===== src/rtl/core/scanline_edge_intersect_assert.svh =====
// Assertion macros shared by the scanline edge intersection RTL.
`ifndef SCANLINE_EDGE_INTERSECT_ASSERT_SVH
`define SCANLINE_EDGE_INTERSECT_ASSERT_SVH

// Same-cycle implication, checked on every clock edge outside reset.
`define SEI_ASSERT_IMPLY(name, ante, cons, msg) \
  name: assert property (@(posedge clk_i) disable iff (!rst_ni) (ante) |-> (cons)) \
    else $error(msg);

// Next-cycle implication, checked on every clock edge outside reset.
`define SEI_ASSERT_NEXT(name, ante, cons, msg) \
  name: assert property (@(posedge clk_i) disable iff (!rst_ni) (ante) |=> (cons)) \
    else $error(msg);

`endif


===== src/rtl/core/sei_pkg.sv =====
// Shared widths, sideband type and helpers for the scanline edge intersection block.
package sei_pkg;

  // Coordinate width; the fraction bits cancel in the ratio and change no logic.
  localparam int COORD_WIDTH = 16;
  localparam int DIFF_WIDTH  = COORD_WIDTH + 1;
  localparam int MAG_WIDTH   = COORD_WIDTH;
  localparam int PROD_WIDTH  = 2 * MAG_WIDTH;
  localparam int SUM_WIDTH   = PROD_WIDTH + 2;
  localparam int DIV_STEPS   = PROD_WIDTH;

  // Per-item data that rides alongside the divider chain.
  typedef struct packed {
    logic signed [COORD_WIDTH-1:0] x0;
    logic                          neg;
    logic                          hit;
    logic                          horiz;
  } sei_side_t;

  // Magnitude of a coordinate difference; always fits in MAG_WIDTH bits.
  function automatic logic [MAG_WIDTH-1:0] mag_of(input logic signed [DIFF_WIDTH-1:0] v);
    logic [DIFF_WIDTH-1:0] a;
    a = v[DIFF_WIDTH-1] ? -v : v;
    return a[MAG_WIDTH-1:0];
  endfunction

endpackage


===== src/rtl/core/sei_front.sv =====
// Front stages: edge differences, sign and hit flags, then the exact product.
module sei_front
  import sei_pkg::*;
(
  input  logic                          clk_i,
  input  logic                          rst_ni,
  input  logic                          valid_i,
  output logic                          stall_o,
  input  logic signed [COORD_WIDTH-1:0] x0_i,
  input  logic signed [COORD_WIDTH-1:0] y0_i,
  input  logic signed [COORD_WIDTH-1:0] x1_i,
  input  logic signed [COORD_WIDTH-1:0] y1_i,
  input  logic signed [COORD_WIDTH-1:0] ys_i,
  output logic                          valid_o,
  input  logic                          stall_i,
  output logic [PROD_WIDTH-1:0]         prod_o,
  output logic [MAG_WIDTH-1:0]          div_o,
  output sei_side_t                     side_o
);

  logic signed [DIFF_WIDTH-1:0] dx, dy, dt;
  logic [MAG_WIDTH-1:0]         mdx_d, mdt_d, mdy_d;
  sei_side_t                    side_a_d;

  logic                 a_valid_q, a_en, a_stall;
  logic [MAG_WIDTH-1:0] mdx_q, mdt_q, mdy_q;
  sei_side_t            side_a_q;

  logic                  b_valid_q, b_en;
  logic [PROD_WIDTH-1:0] prod_q;
  logic [MAG_WIDTH-1:0]  mdy_b_q;
  sei_side_t             side_b_q;

  // Form differences, magnitudes and flags
  always_comb begin
    dx = {x1_i[COORD_WIDTH-1], x1_i} - {x0_i[COORD_WIDTH-1], x0_i};
    dy = {y1_i[COORD_WIDTH-1], y1_i} - {y0_i[COORD_WIDTH-1], y0_i};
    dt = {ys_i[COORD_WIDTH-1], ys_i} - {y0_i[COORD_WIDTH-1], y0_i};
    mdx_d = mag_of(dx);
    mdt_d = mag_of(dt);
    mdy_d = mag_of(dy);
    side_a_d.x0    = x0_i;
    side_a_d.neg   = dx[DIFF_WIDTH-1] ^ dt[DIFF_WIDTH-1] ^ dy[DIFF_WIDTH-1];
    side_a_d.horiz = (dy == '0);
    side_a_d.hit   = !side_a_d.horiz &&
                     ((dt == '0) ||
                      ((dt[DIFF_WIDTH-1] == dy[DIFF_WIDTH-1]) && (mdt_d <= mdy_d)));
  end

  // Stage stalls only when full and the next stage stalls
  assign b_en    = !(b_valid_q && stall_i);
  assign a_stall = a_valid_q && !b_en;
  assign a_en    = !a_stall;
  assign stall_o = a_stall;

  // Stage A control
  always_ff @(posedge clk_i or negedge rst_ni) begin
    if (!rst_ni) begin
      a_valid_q <= 1'b0;
    end else if (a_en) begin
      a_valid_q <= valid_i;
    end
  end

  // Stage A payload
  always_ff @(posedge clk_i) begin
    if (a_en && valid_i) begin
      mdx_q    <= mdx_d;
      mdt_q    <= mdt_d;
      mdy_q    <= mdy_d;
      side_a_q <= side_a_d;
    end
  end

  // Stage B control
  always_ff @(posedge clk_i or negedge rst_ni) begin
    if (!rst_ni) begin
      b_valid_q <= 1'b0;
    end else if (b_en) begin
      b_valid_q <= a_valid_q;
    end
  end

  // Stage B payload: exact magnitude product
  always_ff @(posedge clk_i) begin
    if (b_en && a_valid_q) begin
      prod_q   <= mdx_q * mdt_q;
      mdy_b_q  <= mdy_q;
      side_b_q <= side_a_q;
    end
  end

  assign valid_o = b_valid_q;
  assign prod_o  = prod_q;
  assign div_o   = mdy_b_q;
  assign side_o  = side_b_q;

endmodule


===== src/rtl/core/sei_div_cell.sv =====
// One restoring-division cell: produces one quotient bit and hands on to the next cell.
`include "scanline_edge_intersect_assert.svh"
module sei_div_cell
  import sei_pkg::*;
(
  input  logic                  clk_i,
  input  logic                  rst_ni,
  input  logic                  valid_i,
  output logic                  stall_o,
  input  logic [MAG_WIDTH-1:0]  rem_i,
  input  logic [PROD_WIDTH-1:0] nq_i,
  input  logic [MAG_WIDTH-1:0]  div_i,
  input  sei_side_t             side_i,
  output logic                  valid_o,
  input  logic                  stall_i,
  output logic [MAG_WIDTH-1:0]  rem_o,
  output logic [PROD_WIDTH-1:0] nq_o,
  output logic [MAG_WIDTH-1:0]  div_o,
  output sei_side_t             side_o
);

  logic [MAG_WIDTH:0]    trial, diff;
  logic                  qbit;
  logic [MAG_WIDTH-1:0]  rem_d;
  logic [PROD_WIDTH-1:0] nq_d;

  logic                  valid_q, en;
  logic [MAG_WIDTH-1:0]  rem_q, div_q;
  logic [PROD_WIDTH-1:0] nq_q;
  sei_side_t             side_q;

  // Shift in the next dividend bit, subtract the divisor when it fits
  always_comb begin
    trial = {rem_i, nq_i[PROD_WIDTH-1]};
    diff  = trial - {1'b0, div_i};
    qbit  = (trial >= {1'b0, div_i});
    rem_d = qbit ? diff[MAG_WIDTH-1:0] : trial[MAG_WIDTH-1:0];
    nq_d  = {nq_i[PROD_WIDTH-2:0], qbit};
  end

  assign en      = !(valid_q && stall_i);
  assign stall_o = !en;

  // Hold or advance the valid bit
  always_ff @(posedge clk_i or negedge rst_ni) begin
    if (!rst_ni) begin
      valid_q <= 1'b0;
    end else if (en) begin
      valid_q <= valid_i;
    end
  end

  // Capture the step result on transfer
  always_ff @(posedge clk_i) begin
    if (en && valid_i) begin
      rem_q  <= rem_d;
      nq_q   <= nq_d;
      div_q  <= div_i;
      side_q <= side_i;
    end
  end

  assign valid_o = valid_q;
  assign rem_o   = rem_q;
  assign nq_o    = nq_q;
  assign div_o   = div_q;
  assign side_o  = side_q;

  // Partial remainder stays below the divisor on every real edge
  `SEI_ASSERT_IMPLY(a_rem_below_div, valid_q && !side_q.horiz, rem_q < div_q,
                    "remainder not below divisor")
  `SEI_ASSERT_NEXT(a_rem_step, valid_i && !stall_o && !side_i.horiz && (rem_i < div_i),
                   rem_q < div_q, "division step broke remainder bound")
  // A stalled cell holds its item
  `SEI_ASSERT_NEXT(a_hold_stall, valid_q && stall_i,
                   valid_q && $stable(nq_q) && $stable(rem_q), "stalled cell payload changed")

endmodule


===== src/rtl/core/sei_back.sv =====
// Back stage: apply the quotient sign, add the start x, saturate and hold the result.
`include "scanline_edge_intersect_assert.svh"
module sei_back
  import sei_pkg::*;
(
  input  logic                          clk_i,
  input  logic                          rst_ni,
  input  logic                          valid_i,
  output logic                          stall_o,
  input  logic [PROD_WIDTH-1:0]         quot_i,
  input  sei_side_t                     side_i,
  output logic                          out_valid_o,
  input  logic                          out_stall_i,
  output logic signed [COORD_WIDTH-1:0] cross_x_o,
  output logic                          on_segment_o,
  output logic                          horizontal_edge_o,
  output logic                          saturated_o
);

  logic [SUM_WIDTH-1:0]   qext, offs, sum;
  logic                   fits;
  logic [COORD_WIDTH-1:0] x_d;
  logic                   sat_d;

  logic                   valid_q, en;
  logic [COORD_WIDTH-1:0] x_q;
  logic                   hit_q, horiz_q, sat_q;

  // Signed offset plus start x, then clamp to the coordinate range
  always_comb begin
    qext = {2'b00, quot_i};
    offs = side_i.neg ? -qext : qext;
    sum  = {{(SUM_WIDTH-COORD_WIDTH){side_i.x0[COORD_WIDTH-1]}}, side_i.x0} + offs;
    fits = (sum[SUM_WIDTH-1:COORD_WIDTH-1] == '0) ||
           (sum[SUM_WIDTH-1:COORD_WIDTH-1] == '1);
    if (side_i.horiz) begin
      x_d   = '0;
      sat_d = 1'b0;
    end else if (fits) begin
      x_d   = sum[COORD_WIDTH-1:0];
      sat_d = 1'b0;
    end else begin
      x_d   = {sum[SUM_WIDTH-1], {(COORD_WIDTH-1){!sum[SUM_WIDTH-1]}}};
      sat_d = 1'b1;
    end
  end

  assign en      = !(valid_q && out_stall_i);
  assign stall_o = !en;

  // Output valid
  always_ff @(posedge clk_i or negedge rst_ni) begin
    if (!rst_ni) begin
      valid_q <= 1'b0;
    end else if (en) begin
      valid_q <= valid_i;
    end
  end

  // Output payload
  always_ff @(posedge clk_i) begin
    if (en && valid_i) begin
      x_q     <= x_d;
      hit_q   <= side_i.hit;
      horiz_q <= side_i.horiz;
      sat_q   <= sat_d;
    end
  end

  assign out_valid_o       = valid_q;
  assign cross_x_o         = x_q;
  assign on_segment_o      = hit_q;
  assign horizontal_edge_o = horiz_q;
  assign saturated_o       = sat_q;

  // A clamped crossing can never lie on the edge
  `SEI_ASSERT_IMPLY(a_sat_off_segment, valid_q && sat_q, !hit_q,
                    "saturated crossing flagged on segment")
  // Horizontal edges give a clean zero result
  `SEI_ASSERT_IMPLY(a_horiz_clean, valid_q && horiz_q, (x_q == '0) && !hit_q && !sat_q,
                    "horizontal edge result not cleared")
  // A stalled result holds until its transfer
  `SEI_ASSERT_NEXT(a_out_hold, valid_q && out_stall_i,
                   valid_q && $stable(x_q) && $stable(sat_q), "stalled result changed")

endmodule


===== src/rtl/core/scanline_edge_intersect.sv =====
// Scanline / polygon edge intersection: one edge per cycle unless a stage stalls.
// 35 register stages: front stages A and B, one per divider cell, and the output register.
// Throughput: one edge per cycle unless stalled; each restoring division cell gives one bit.
// Each stage stalls only when it is full and its successor stalls, so bubbles collapse.
// Reset clears only the valid bits of every stage; payload registers are not reset.
module scanline_edge_intersect
  import sei_pkg::*;
(
  input  logic                          clk_i,
  input  logic                          rst_ni,
  input  logic                          in_valid_i,
  output logic                          in_stall_o,
  input  logic signed [COORD_WIDTH-1:0] edge_start_x_i,
  input  logic signed [COORD_WIDTH-1:0] edge_start_y_i,
  input  logic signed [COORD_WIDTH-1:0] edge_end_x_i,
  input  logic signed [COORD_WIDTH-1:0] edge_end_y_i,
  input  logic signed [COORD_WIDTH-1:0] scan_y_i,
  output logic                          out_valid_o,
  input  logic                          out_stall_i,
  output logic signed [COORD_WIDTH-1:0] cross_x_o,
  output logic                          on_segment_o,
  output logic                          horizontal_edge_o,
  output logic                          saturated_o
);

  logic                  valid_c [DIV_STEPS+1];
  logic                  stall_c [DIV_STEPS+1];
  logic [MAG_WIDTH-1:0]  rem_c   [DIV_STEPS+1];
  logic [PROD_WIDTH-1:0] nq_c    [DIV_STEPS+1];
  logic [MAG_WIDTH-1:0]  div_c   [DIV_STEPS+1];
  sei_side_t             side_c  [DIV_STEPS+1];

  // Differences, flags and product
  sei_front u_front (
    .clk_i   (clk_i),
    .rst_ni  (rst_ni),
    .valid_i (in_valid_i),
    .stall_o (in_stall_o),
    .x0_i    (edge_start_x_i),
    .y0_i    (edge_start_y_i),
    .x1_i    (edge_end_x_i),
    .y1_i    (edge_end_y_i),
    .ys_i    (scan_y_i),
    .valid_o (valid_c[0]),
    .stall_i (stall_c[0]),
    .prod_o  (nq_c[0]),
    .div_o   (div_c[0]),
    .side_o  (side_c[0])
  );

  // Division starts from a zero remainder
  assign rem_c[0] = '0;

  // One quotient bit per cell
  for (genvar i = 0; i < DIV_STEPS; i++) begin : g_div
    sei_div_cell u_cell (
      .clk_i   (clk_i),
      .rst_ni  (rst_ni),
      .valid_i (valid_c[i]),
      .stall_o (stall_c[i]),
      .rem_i   (rem_c[i]),
      .nq_i    (nq_c[i]),
      .div_i   (div_c[i]),
      .side_i  (side_c[i]),
      .valid_o (valid_c[i+1]),
      .stall_i (stall_c[i+1]),
      .rem_o   (rem_c[i+1]),
      .nq_o    (nq_c[i+1]),
      .div_o   (div_c[i+1]),
      .side_o  (side_c[i+1])
    );
  end

  // Sign, offset, saturation and output register
  sei_back u_back (
    .clk_i             (clk_i),
    .rst_ni            (rst_ni),
    .valid_i           (valid_c[DIV_STEPS]),
    .stall_o           (stall_c[DIV_STEPS]),
    .quot_i            (nq_c[DIV_STEPS]),
    .side_i            (side_c[DIV_STEPS]),
    .out_valid_o       (out_valid_o),
    .out_stall_i       (out_stall_i),
    .cross_x_o         (cross_x_o),
    .on_segment_o      (on_segment_o),
    .horizontal_edge_o (horizontal_edge_o),
    .saturated_o       (saturated_o)
  );

endmodule


===== config.mk =====
export PLATFORM = sky130hd
export DESIGN_NAME = scanline_edge_intersect
export DESIGN_NICKNAME = d
export VERILOG_FILES = /design/src/rtl/core/sei_pkg.sv /design/src/rtl/core/sei_front.sv /design/src/rtl/core/sei_div_cell.sv /design/src/rtl/core/sei_back.sv /design/src/rtl/core/scanline_edge_intersect.sv
export VERILOG_INCLUDE_DIRS = /design/src /design/src/rtl/core
export SDC_FILE = /design/constraint.sdc
export NUM_CORES = 2
export LEC_CHECK = 0
export BUFFER_PORTS_ARGS = -buffer_cell sky130_fd_sc_hd__buf_2
export CORE_UTILIZATION = 45
export CTS_CLUSTER_DIAMETER = 80
export CTS_CLUSTER_SIZE = 30
export DETAILED_ROUTE_END_ITERATION = 8
export SLEW_MARGIN = 20
export SYNTH_ARGS = -nofsm -noshare
export SYNTH_HDL_FRONTEND = slang
export SYNTH_HIERARCHICAL = 1
export SYNTH_SLANG_ARGS = --single-unit

===== constraint.sdc =====
create_clock -name clk_i -period 13.7 [get_ports clk_i]
set_input_delay 0.685 -clock clk_i [delete_from_list [all_inputs] [get_ports clk_i]]
set_output_delay 0.685 -clock clk_i [all_outputs]
set_load 0.005 [all_outputs]

=== Word-level counts from Yosys, hierarchy flattened ===
Cells that the tools add are included.

* Multipliers: 1
* Equal/unequal tests: 2
* Bitwise operators: 2
* $lt $le $gt $ge: 33
* Reduce and logical (&&, ||, !) cells: 114
* Add/sub/neg operators: 39
* Mux-type cells: 37

{| class="wikitable"
|+ Operator list
! operator !! number
|-
| 2-to-1 mux 16 bit || 34
|-
| greater-or-equal comparator 17 x 16 -> 1 bit || 31
|-
| subtractor 16 bit || 30
|-
| logical AND 1 bit || 72
|-
| subtractor 16 x 16 -> 17 bit || 3
|-
| negation 16 bit || 3
|-
| zero test 1 bit || 37
|-
| adder 34 bit || 1
|-
| zero test 17 bit || 2
|-
| 2-to-1 mux 34 bit || 1
|-
| negation 32 -> 34 bit || 1
|-
| multiplier 16 x 16 -> 32 bit || 1
|-
| == test 19 bit, second input constant || 1
|-
| zero test 19 bit || 1
|-
| greater-or-equal comparator 1 x 16 -> 1 bit || 1
|-
| less-or-equal comparator 16 bit || 1
|-
| subtractor 1 x 16 -> 16 bit || 1
|-
| logical OR 1 bit || 2
|-
| 2-to-1 mux 1 bit || 2
|-
| XOR 1 bit || 2
|-
| == test 1 bit || 1
|}

* Register bits: 2812
* Logic and storage cells: 503
* Input bits: 84

=== Longest topological paths before layout ===
* Word-level depth: 37
* Mapped depth: 35
* Mapped depth without buffers: 35

=== Modules after synthesis ===
Netlist, hierarchy kept.

{| class="wikitable"
|+ By module, submodules not included
! module !! area an instance (µm²) !! sequential area each (µm²) !! cells each !! instances
|-
| sei_div_cell at g_div[0].u_cell ... || 3716.1 || 2517.4 || 246 || 23
|-
| sei_div_cell at g_div[17].u_cell ... || 3607.2 || 2517.4 || 228 || 7
|-
| sei_front || 16370.7 || 4073.9 || 1662 || 1
|-
| sei_back || 3963.8 || 595.6 || 503 || 1
|-
| sei_div_cell at g_div[16].u_cell || 3754.9 || 2517.4 || 246 || 1
|-
| sei_div_cell at g_div[1].u_cell || 3652.3 || 2517.4 || 242 || 1
|-
| scanline_edge_intersect || 3.8 || 0.0 || 1 || 1
|}

=== Worst setup path before layout ===
OpenSTA, ideal clock, no wires.

* Path kind: input-to-reg
* Start: in out_stall_i
* End: reg u_front.mdy_b_q[0], in the netlist u_front/div_o[0], enable pin
* Setup time: 595 ps
* Stages: 34
* Path slack: 2855 ps
* Arrival time: 10250 ps
* Path buffers: 0
* Path through: and2_1 > and2_1 > and2_1 > and2_1 > and2_1 > and2_1 > and2_1 > and2_1 > and2_1 > and2_1 > and2_1 > and2_1 > and2_1 > and2_1 > and2_1 > and2_1 > and2_1 > and2_1 > and2_1 > and2_1 > and2_1 > and2_1 > and2_1 > and2_1 > and2_1 > and2_1 > and2_1 > and2_1 > and2_1 > and2_1 > and2_1 > and2_1 > and2_1 > a21boi_0

{| class="wikitable"
|+ RTL lines
! what !! line !! source
|-
| start, declared || scanline_edge_intersect.sv:19 || <nowiki>input logic out_stall_i,</nowiki>
|-
| end signal, assigned || sei_front.sv:88 || <nowiki>mdy_b_q <= mdy_q;</nowiki>
|-
| end, declared || sei_front.sv:31 || <nowiki>logic [MAG_WIDTH-1:0] mdy_b_q;</nowiki>
|}

==> results_dict.tcl <==
set metrics [dict create \
    crit_type "reg2out" \
    rsz0062_at_grt "no" \
    rows 202 \
    via_count 75286 \
    cts.repair.resized 0 \
    slew_headroom_pct 26.4 \
    cpPeakStageDelay_ps 370 \
    worst_ep_arrival_time_ps 9740 \
    post-cts-setup-buffers 0 \
    slew_violations 0 \
    start_util_pct 45.2 \
    gr-total-overflow 0 \
    grt_usage_pct 17.5 \
    final_area_sq_um 147000 \
    syn2layout_area_growth_pct 7.40 \
    cts_num_sinks 2812 \
    wl_per_cell_um 19.5 \
    io_pins 105 \
    critPathCaptureType "output pin" \
    cts_buffers 147 \
    drive_gt1_share_pct 10.2 \
    clkLatencyLatePin_ps 870 \
    r2r_start "u_back/out_valid_o" \
    critPathMaxFanout 5 \
    clk_pin_slew_worst_paths_ps 90 \
    hold_class "in2reg" \
    chipWidth_um 553 \
    syn_area_sq_um 137000 \
    port_buffers 104 \
    cts_max_path_buffers 4 \
    grt_pass1_wl_um 427000 \
    postRouteWirelength_um 273000 \
    maxCapViolCount 0 \
    required_ps 13020 \
    place_congestion 0.892 \
    die_area_sq_um 306000 \
    drt.antenna.violating_nets 0 \
    crit_slowest_cell "and2_1" \
    worstHoldStart "edge_start_x_i[7]" \
    syn_avg_cell_area_sq_um 14.0 \
    drtIter0Drc 5133 \
    nNetsFinal 10989 \
    setup_tns_ps 0 \
    skew_ps 76.5 \
    cts_tree "built" \
    tightest_slew_ps 1100 \
    status "complete, no violations" \
    die_h_um 553 \
    min_period_ps 10420 \
    viasPerCell 5.37 \
    core-area_sq_um 303000 \
    place_area_sq_um 142000 \
    post-route-period-util_pct 76.1 \
    first_pass_iters 6 \
    critPathLaunchType "flip-flop" \
    root_buffer "clkbuf_16" \
    htreeDepth 4 \
    crit_top_cell "and2_1" \
    post-route-drc-count 0 \
    first_global_vias 76037 \
    antenna_found_initial 1 \
    hold_viol_final 0 \
    synthCells 9777 \
    setup_viol 0 \
    startpoint "u_back/out_valid_o" \
    yosysWarnings 6 \
    grt_max_degree 84 \
    fmax_mhz 96.0 \
    dpl.hpwl_um 207000 \
]
sequential cells by signal, summed over array words and instances, names as in the netlist:
name	count
g_div.u_cell/side_o	608
u_front/a_valid_q	1
u_back/cross_x_o	16
u_front/valid_o	1
u_back/out_valid_o	1
g_div.u_cell/rem_o	496
g_div.u_cell/div_o	496
u_front/mdt_q	16
g_div.u_cell/nq_o	1024
u_back/on_segment_o	1
u_front/mdy_q	16
u_front/div_o	16
u_back/horizontal_edge_o	1
g_div.u_cell/valid_o	32
u_front/side_a_q	19
u_front/mdx_q	16
u_back/saturated_o	1
u_front/side_o	19
u_front/prod_o	32
stage by stage:
stage | utilization, % | hold WS, ps | instances | worst slack [ps]
finish | 48.6 | 79.5 | 14017 | 3280
global route | 48.6 | 24.6 | 14016 | 2590
CTS | 48.5 | 2.79 | 14014 | 3180
detailed placement | 46.9 | 405 | 13775 | 3720
global placement | 46.9 | 400 | 13775 | 3490
floorplan | - | 389 | 9809 | 2860
cells in the final DEF (no fill, tap or decap), types with 71 or more instances in the layout:
cell       instances
a211oi_1         110
a21o_1           192
a21oi_1          552
and2_1           173
buf_2            104
clkbuf_16        154
edfxtp_1        2777
fa_1             229
ha_1             720
inv_1            891
mux2_2           189
mux2_4           145
mux2i_1           87
nand2_1          489
nand3_1          148
nand4_1           98
nor2_1           433
nor2b_1          137
nor2b_4           77
nor3_1           208
o21a_1           163
o21ai_0          259
o31ai_1           71
or2_2             85
xnor2_1          301
xor2_1           132
path summary, 6_finish.rpt:
kind / cells after the start / slack, ps / to
max: 36 / 3280 / in_stall_o
min: 1 / 80 / u_front/side_a_q[10]
max reg2reg: 36 / 3900 / u_front/mdt_q[10]
min reg2reg: 0 / 380 / g_div[13].u_cell/nq_o[1]
max in group asynchronous: 3 / 12690 / u_back/out_valid_o
min in group asynchronous: 3 / 540 / g_div[26].u_cell/valid_o
critical path: cells and delay by family, from the launching register on:
kind,cells,cell delay (ps)
DFF,1,360
buffers and inverters,2,200
and+or+nand+nor,34,8310
layout make-up:
cell class | instances | area, sq um
fill | 25975 | 156000
sequential | 2812 | 84300
multi-input combinational | 5940 | 48400
tap | 3978 | 4980
clock buffer | 162 | 3890
inverter | 894 | 3360
clock inverter | 68 | 995
timing repair buffer | 161 | 983
antenna | 2 | 5.00
per-layer routing:
layer | part of all wire, % | track usage, % | vias up
met4 | 3.0 | 5.13 | 0
met5 | 0 | 0 | -
met1 | 42 | 21.4 | 37006
met2 | 52 | 32.4 | 1267
met3 | 3.0 | 1.82 | 396
li1 | - | - | 36617
timing repair:
action	in CTS	in global routing
hold buffers	9	0
endpoints found under the setup margin	0	0
hold endpoints to repair	43	0
Power is left out: the tool's default activity adds up to more than one toggle a clock period on the data nets, which glitch-free logic cannot reach.
